### src/rtl/psbp_pkg.sv
// psbp_pkg: shared constants, types and the ink placement function for the
// pixel screen byte packer. No dependencies.
`timescale 1ns / 1ps
package psbp_pkg;

	localparam int BYTES_PER_LINE = 80;
	localparam int LINES          = 200;
	localparam int BANK_STRIDE    = 2048;

	localparam int MODE_W   = 2;
	localparam int WIDTH_W  = 10;
	localparam int INK_W    = 4;
	localparam int ADDR_W   = 14;
	localparam int BYTE_W   = 8;
	localparam int COL_W    = 10;
	localparam int ROW_W    = 8;
	localparam int CFG_IDX_W = 1;
	localparam int CFG_DAT_W = 10;

	typedef enum logic [MODE_W-1:0] {
		MODE_NIBBLE = 2'd0,
		MODE_PAIR   = 2'd1,
		MODE_BIT    = 2'd2,
		MODE_SPARE  = 2'd3
	} mode_t;

	typedef enum logic [CFG_IDX_W-1:0] {
		REG_SCREEN_MODE = 1'b0,
		REG_IMAGE_WIDTH = 1'b1
	} cfg_reg_t;

	// ink bits placed into byte position for one pixel slot
	function automatic logic [BYTE_W-1:0] place_ink(input mode_t mode,
		input logic [2:0] slot, input logic [INK_W-1:0] ink);
		logic [BYTE_W-1:0] v;
		v = '0;
		case (mode)
			MODE_NIBBLE: begin
				if (slot[0] == 1'b0) begin
					v[7] = ink[0];
					v[3] = ink[1];
					v[5] = ink[2];
					v[1] = ink[3];
				end else begin
					v[6] = ink[0];
					v[2] = ink[1];
					v[4] = ink[2];
					v[0] = ink[3];
				end
			end
			MODE_PAIR: begin
				v[3'd7 - {1'b0, slot[1:0]}] = ink[0];
				v[3'd3 - {1'b0, slot[1:0]}] = ink[1];
			end
			default: begin
				v[3'd7 - slot] = ink[0];
			end
		endcase
		return v;
	endfunction

endpackage

### src/rtl/pixel_screen_byte_packer_top.sv
// pixel_screen_byte_packer_top: packs a raster stream of ink indices into
// interleaved display memory bytes. Depends on psbp_pkg.
`timescale 1ns / 1ps
// One pixel word is taken per clock. The row/column counters and the partially
// gathered byte are the input-side state; a short path (bit placement mux, a
// constant multiply by the line pitch and an add) produces the finished byte,
// which lands in a single output register. Throughput is one pixel per cycle,
// and a finished byte appears on the output in the cycle after the pixel that
// completes it. The input stalls only while the output register holds a byte
// that the downstream side is stalling; pixels that finish no byte still need
// that register free. Mode 0 packs two 4-bit pixels per byte in scrambled bit
// order, mode 1 four 2-bit pixels, mode 2 (and the spare code 3) eight 1-bit
// pixels. A row ending inside a byte flushes that byte zero padded; pixels
// past the display line are dropped. Configuration must be written while idle.
module pixel_screen_byte_packer_top (
	input  logic                            clk,
	input  logic                            arst_n,
	input  logic                            cfg_we,
	input  logic [psbp_pkg::CFG_IDX_W-1:0]  cfg_index,
	input  logic [psbp_pkg::CFG_DAT_W-1:0]  cfg_data,
	input  logic                            in_valid,
	output logic                            in_stall,
	input  logic [psbp_pkg::INK_W-1:0]      ink,
	output logic                            out_valid,
	input  logic                            out_stall,
	output logic [psbp_pkg::ADDR_W-1:0]     screen_address,
	output logic [psbp_pkg::BYTE_W-1:0]     screen_byte
);
	import psbp_pkg::*;

	localparam logic [ADDR_W-1:0] BPL_C    = ADDR_W'(BYTES_PER_LINE);
	localparam logic [ADDR_W-1:0] STRIDE_C = ADDR_W'(BANK_STRIDE);
	localparam logic [ROW_W:0]    LINES_C  = (ROW_W+1)'(LINES);

	// configuration registers
	logic [MODE_W-1:0]  screen_mode_q;
	logic [WIDTH_W-1:0] image_width_q;

	// raster state
	logic [COL_W-1:0]  column_q;
	logic [ROW_W-1:0]  row_q;
	logic [BYTE_W-1:0] partial_q;

	// output register
	logic              out_valid_q;
	logic [ADDR_W-1:0] addr_q;
	logic [BYTE_W-1:0] byte_q;

	mode_t             mode;
	logic [2:0]        slot;
	logic [COL_W-1:0]  xb;
	logic              last_slot;
	logic              in_line;
	logic              row_end;
	logic              accept;
	logic              emit;
	logic [BYTE_W-1:0] gathered;
	logic [ADDR_W-1:0] addr_calc;
	logic [ROW_W:0]    row_inc;

	// spare mode code behaves as one-bit pixels
	always_comb begin
		mode = (mode_t'(screen_mode_q) == MODE_SPARE) ? MODE_BIT : mode_t'(screen_mode_q);
	end

	// slot inside the byte and byte column for the current mode
	always_comb begin
		case (mode)
			MODE_NIBBLE: begin
				slot      = {2'b00, column_q[0]};
				xb        = {1'b0, column_q[COL_W-1:1]};
				last_slot = (column_q[0] == 1'b1);
			end
			MODE_PAIR: begin
				slot      = {1'b0, column_q[1:0]};
				xb        = {2'b00, column_q[COL_W-1:2]};
				last_slot = (column_q[1:0] == 2'b11);
			end
			default: begin
				slot      = column_q[2:0];
				xb        = {3'b000, column_q[COL_W-1:3]};
				last_slot = (column_q[2:0] == 3'b111);
			end
		endcase
	end

	assign in_line = (xb < COL_W'(BYTES_PER_LINE));
	// width 0 acts as width 1: the compare is then always true
	assign row_end = ({1'b0, column_q} + 11'd1) >= {1'b0, image_width_q};

	// fresh byte at slot 0, so stale bits never leak across mode changes
	assign gathered = ((slot == 3'd0) ? '0 : partial_q) | place_ink(mode, slot, ink);

	// interleaved address: eight banks of 2048 bytes, text rows one line pitch apart in a bank
	assign addr_calc = ADDR_W'({3'b000, row_q[ROW_W-1:3]}) * BPL_C
		+ ADDR_W'(row_q[2:0]) * STRIDE_C
		+ ADDR_W'(xb);

	assign in_stall = out_valid_q & out_stall;
	assign accept   = in_valid & ~in_stall;
	assign emit     = accept & in_line & (last_slot | row_end);
	assign row_inc  = {1'b0, row_q} + 9'd1;

	// configuration writes
	always_ff @(posedge clk or negedge arst_n) begin
		if (!arst_n) begin
			screen_mode_q <= MODE_W'(MODE_NIBBLE);
			image_width_q <= WIDTH_W'(160);
		end else if (cfg_we) begin
			case (cfg_reg_t'(cfg_index))
				REG_SCREEN_MODE: screen_mode_q <= cfg_data[MODE_W-1:0];
				REG_IMAGE_WIDTH: image_width_q <= cfg_data[WIDTH_W-1:0];
				default: ;
			endcase
		end
	end

	// raster counters and gathered bits
	always_ff @(posedge clk or negedge arst_n) begin
		if (!arst_n) begin
			column_q  <= '0;
			row_q     <= '0;
			partial_q <= '0;
		end else if (accept) begin
			if (in_line) begin
				partial_q <= (last_slot | row_end) ? '0 : gathered;
			end
			if (row_end) begin
				column_q <= '0;
				row_q    <= (row_inc >= LINES_C) ? '0 : row_inc[ROW_W-1:0];
			end else begin
				column_q <= column_q + COL_W'(1);
			end
		end
	end

	// output word register
	always_ff @(posedge clk or negedge arst_n) begin
		if (!arst_n) begin
			out_valid_q <= 1'b0;
		end else if (emit) begin
			out_valid_q <= 1'b1;
		end else if (!out_stall) begin
			out_valid_q <= 1'b0;
		end
	end

	always_ff @(posedge clk) begin
		if (emit) begin
			addr_q <= addr_calc;
			byte_q <= gathered;
		end
	end

	assign out_valid      = out_valid_q;
	assign screen_address = addr_q;
	assign screen_byte    = byte_q;

`ifndef SYNTH
	// a completed byte shows up in the next cycle
	assert property (@(posedge clk) disable iff (!arst_n) emit |=> out_valid_q)
		else $error("completed word not presented");

	// row counter never reaches the line count
	assert property (@(posedge clk) disable iff (!arst_n) {1'b0, row_q} < LINES_C)
		else $error("row counter out of range");

	// a pixel that ends a row leaves the next one at column zero
	assert property (@(posedge clk) disable iff (!arst_n)
		accept && row_end |=> column_q == '0)
		else $error("column not cleared at row end");

	// a row end inside the line always flushes a word
	assert property (@(posedge clk) disable iff (!arst_n)
		accept && row_end && in_line |-> emit)
		else $error("row end did not flush word");
`endif

endmodule
### config.mk
export PLATFORM = sky130hd
export DESIGN_NAME = pixel_screen_byte_packer_top
export DESIGN_NICKNAME = d
export VERILOG_FILES = /design/src/rtl/psbp_pkg.sv /design/src/rtl/pixel_screen_byte_packer_top.sv
export SDC_FILE = /design/constraint.sdc
export NUM_CORES = 1
export LEC_CHECK = 0
export ABC_CLOCK_PERIOD_IN_PS = 4100
export BUFFER_PORTS_ARGS = -buffer_cell sky130_fd_sc_hd__buf_4
export CORE_ASPECT_RATIO = 1.1
export CORE_MARGIN = 3
export CORE_UTILIZATION = 55
export DETAILED_ROUTE_END_ITERATION = 16
export GPL_TIMING_DRIVEN = 1
export PLACE_DENSITY = 0.87
export SLEW_MARGIN = 40
export SYNTH_ARGS = -nofsm -noshare
export SYNTH_HDL_FRONTEND = slang
export SYNTH_SLANG_ARGS = --single-unit
### constraint.sdc
create_clock -name clk -period 4.1 [get_ports clk]
set_input_delay 0.615 -clock clk [delete_from_list [all_inputs] [get_ports clk]]
set_output_delay 0.615 -clock clk [all_outputs]
set_load 0.005 [all_outputs]
==> reports/results.txt <==
Outcome = completed
Top-area cell type share of the netlist area = 24.6%
Peak supply drop = 0.328 mV
Worst-Margin Slew = 712 ps
Crit path max-delay family = compound AO/OA/AOI/OAI gates
Gate power share = 34.8%
Post-synthesis xor/xnor area fraction = 3.95%
Pwr Total = 2.45 mW
HP Class = in2async
CTS Root Cell = clkbuf_8
Setup violators final = 0
Residual DRC = 0
Relative slew slack = 52.5%
P per Cell Area = 567 nW/um2
CTS max path bufs = 2
Clk_skew = 14.3 ps
Layout cells sized above 1 = 20.4%
Placed instance area = 4100 um2
Site Rows = 31
Final hold viol count = 0
Slew Limit Fails = 0
Seq/Total Area, Yosys = 43.5%
Initial drt markers = 198
Antenna Diode Count = 0
Post-synthesis compound-gate area fraction = 18.4%
Yosys top cell by area = dfrtp_1
Post-CTS Resized = 0
DIE AREA = 7880 um2
CP Capture Type = flip-flop
Io pins = 44
Synth cell types = 47
Cell chain of the critical path = ha_1 -> and4_4 -> nand2_1 -> xnor2_1 -> ha_1 -> a21o_1 -> a21oi_1 -> nand2_1 -> a211oi_1 -> nor2b_1 -> a22o_1
Startpoint types = flip-flop
Synth Flop Type = dfrtp_1
Largest net degree at the start of global routing = 40
Synth Cell Area = 3770 um2
Yosys warns = 0
Critical path's largest stage delay = 570 ps
CTS tree = built
Routed WL per cell = 16.1 um
Achievable Freq = 275 MHz
Synthesized net count = 423
Die Y = 92.8 um
Period utilization = 88.7%
Multiplexer share of the synthesized area = 6.54%
Via density = 5.96
Design Area, Final = 4310 um2
Final Wtd Congestion = 0.906
Final min period = 3640 ps
Clk sink count = 61
Post-CTS Setup Bufs = 0
Syn Area/Cell = 10.0 um2
#FFs+latches synth = 61
Internal power = 1.55 mW
Leakage = 1.95 nW
Sequential power share = 40.9%
TritonCTS Buffers = 9
Switch share = 36.7%
Dpl ws = 591 ps
H-Tree Depth = 3
Port bufs = 43
First-pass GRT wire length = 13.1 mm
Total GRT Usage = 21.1%
Post-synth EDFFs = 22
Adder-Cell Fraction of Synth Area = 9.70%
Synth Area in Simple Gates = 11.9%
Cells after Synth = 375
Fraction of registers with async set or reset after synthesis = 63.9%
Final nets = 454
Setup ws final = 464 ps
Fin util = 65.0%
Post-Route WL = 7.92 mm
Switching power = 0.898 mW
Drt pass-1 iters = 4
Antenna violations before repair = 0
Sum Neg Setup Slack = 0 ps
Layout fillers = 520
Global route total overflow = 0
Synth-to-layout area growth = 14.5%
Post-CTS Hold Buffers = 0
Largest family of logic cells by synthesized area = compound AO/OA/AOI/OAI gates
Synth area leaders = dfrtp_1 (25%), edfxtp_1 (18%), ha_1 (8.6%), a22o_1 (4.2%), mux2_2 (3.9%)
Clock power frac = 24.3%
Slowest stage cell, crit path = dfrtp_1
Max-cap violations = 0
Starting Density = 56.8%
Max Fanout on Critical Path = 12
Via count = 2940
Bufs and invs on worst path = 0
Clk_lat worst skew = 360 ps
Die width = 84.9 um
Crit path DAT = 3920 ps
Vias in the first global route = 2823
Clock-pin slew on the worst setup and hold paths = 70 ps
DRT antenna net count = 0
RSZ-0062 raised after global routing = no
WP data required = 4380 ps
CORE AREA = 6630 um2
Setup CP Type = reg2reg
Hpwl dp = 5.59 mm
==> path summary, 6_finish.rpt <==
check / from / to / slack [ps] / cells after the start
worst max-delay path: column_q[0] / partial_q[5] / 460 / 11
min in group clk: cfg_data[3] / image_width_q[3] / 480 / 2
worst max register to register: column_q[0] / partial_q[5] / 460 / 11
worst min-delay path: arst_n / row_q[7] / 230 / 1
worst min register to register: image_width_q[6] / image_width_q[6] / 510 / 1
max in group asynchronous: arst_n / partial_q[5] / 3500 / 1
==> synth_stat cells, types with 3 or more instances <==
| library cell | count |
|---|---|
| o21ai_1 | 16 |
| nand2b_1 | 3 |
| nand4_1 | 3 |
| a21oi_1 | 17 |
| nor3_1 | 3 |
| nor2_1 | 14 |
| mux2i_1 | 10 |
| a21o_1 | 5 |
| and3_1 | 6 |
| nor2b_1 | 6 |
| buf_2 | 13 |
| xnor2_1 | 14 |
| dfrtp_1 | 37 |
| a22o_1 | 18 |
| inv_1 | 29 |
| nand3_1 | 11 |
| edfxtp_1 | 22 |
| a211oi_1 | 3 |
| o21ai_0 | 20 |
| ha_1 | 26 |
| nand2_1 | 33 |
| o21bai_1 | 3 |
| xor2_1 | 3 |
| clkbuf_1 | 11 |
| mux2_2 | 13 |
| nor3b_1 | 3 |
| a31oi_1 | 6 |
==> layer usage <==
metal,vias to the layer above,GRT usage [%],wire [um]
met3,22,3.65,395
li1,1405,-,-
met5,-,0,0
met4,0,12.1,229
met1,1419,26.0,3380
met2,94,34.7,3910
==> cell type report <==
cell class	instances	area (um2)	share of cell area (%)
timing repair buffer	45	338	7.84
tap	82	103	2.38
multi-input combinational	260	1910	44.3
inverter	29	109	2.53
clock inverter	7	90.1	2.09
clock buffer	9	124	2.87
sequential	61	1640	38.0
==> state kept, by name, summed over array words and instances (netlist names) <==
name / count
column_q: 10
image_width_q: 10
out_valid: 1
partial_q: 8
row_q: 8
screen_address: 14
screen_byte: 8
screen_mode_q: 2
==> kinds of logic after synthesis <==
| logic type | after synthesis |
|---|---|
| xor+xnor | 17 |
| mux | 23 |
| buf+inv | 54 |
| simple gates | 89 |
| compound gates | 103 |
| fa+ha+maj | 28 |
| flops | 61 |
==> metrics by stage <==
| stage | instances | hold slack (ps) |
|---|---|---|
| 3_3_place_gp | 477 | 486 |
| 2_1_floorplan | 375 | 319 |
| 4_1_cts | 493 | 259 |
| 6_report | 493 | 227 |
| 5_1_grt | 493 | 280 |
| 3_5_place_dp | 477 | 495 |
==> cell usage in the layout, fill, tap and decap left out, types with 16 or more instances in the layout <==
cell type,n
ha_1,26
buf_4,45
dfrtp_1,37
o21ai_1,16
inv_1,29
nand2_1,33
edfxtp_1,22
a22o_1,18
a21oi_1,17
o21ai_0,20
==> power groups by stage <==
stage | combinational, mW | clock [mW] | sequential [mW]
CTS | 0.854 | 0.590 | 0.996
global route | 0.959 | 0.616 | 1.02
floorplan | 0.697 | 0 | 0.903
detailed placement | 0.837 | 0 | 1.01
global placement | 0.785 | 0 | 0.993
finish | 0.851 | 0.593 | 1.00
(Power assumes the default switching activity.)
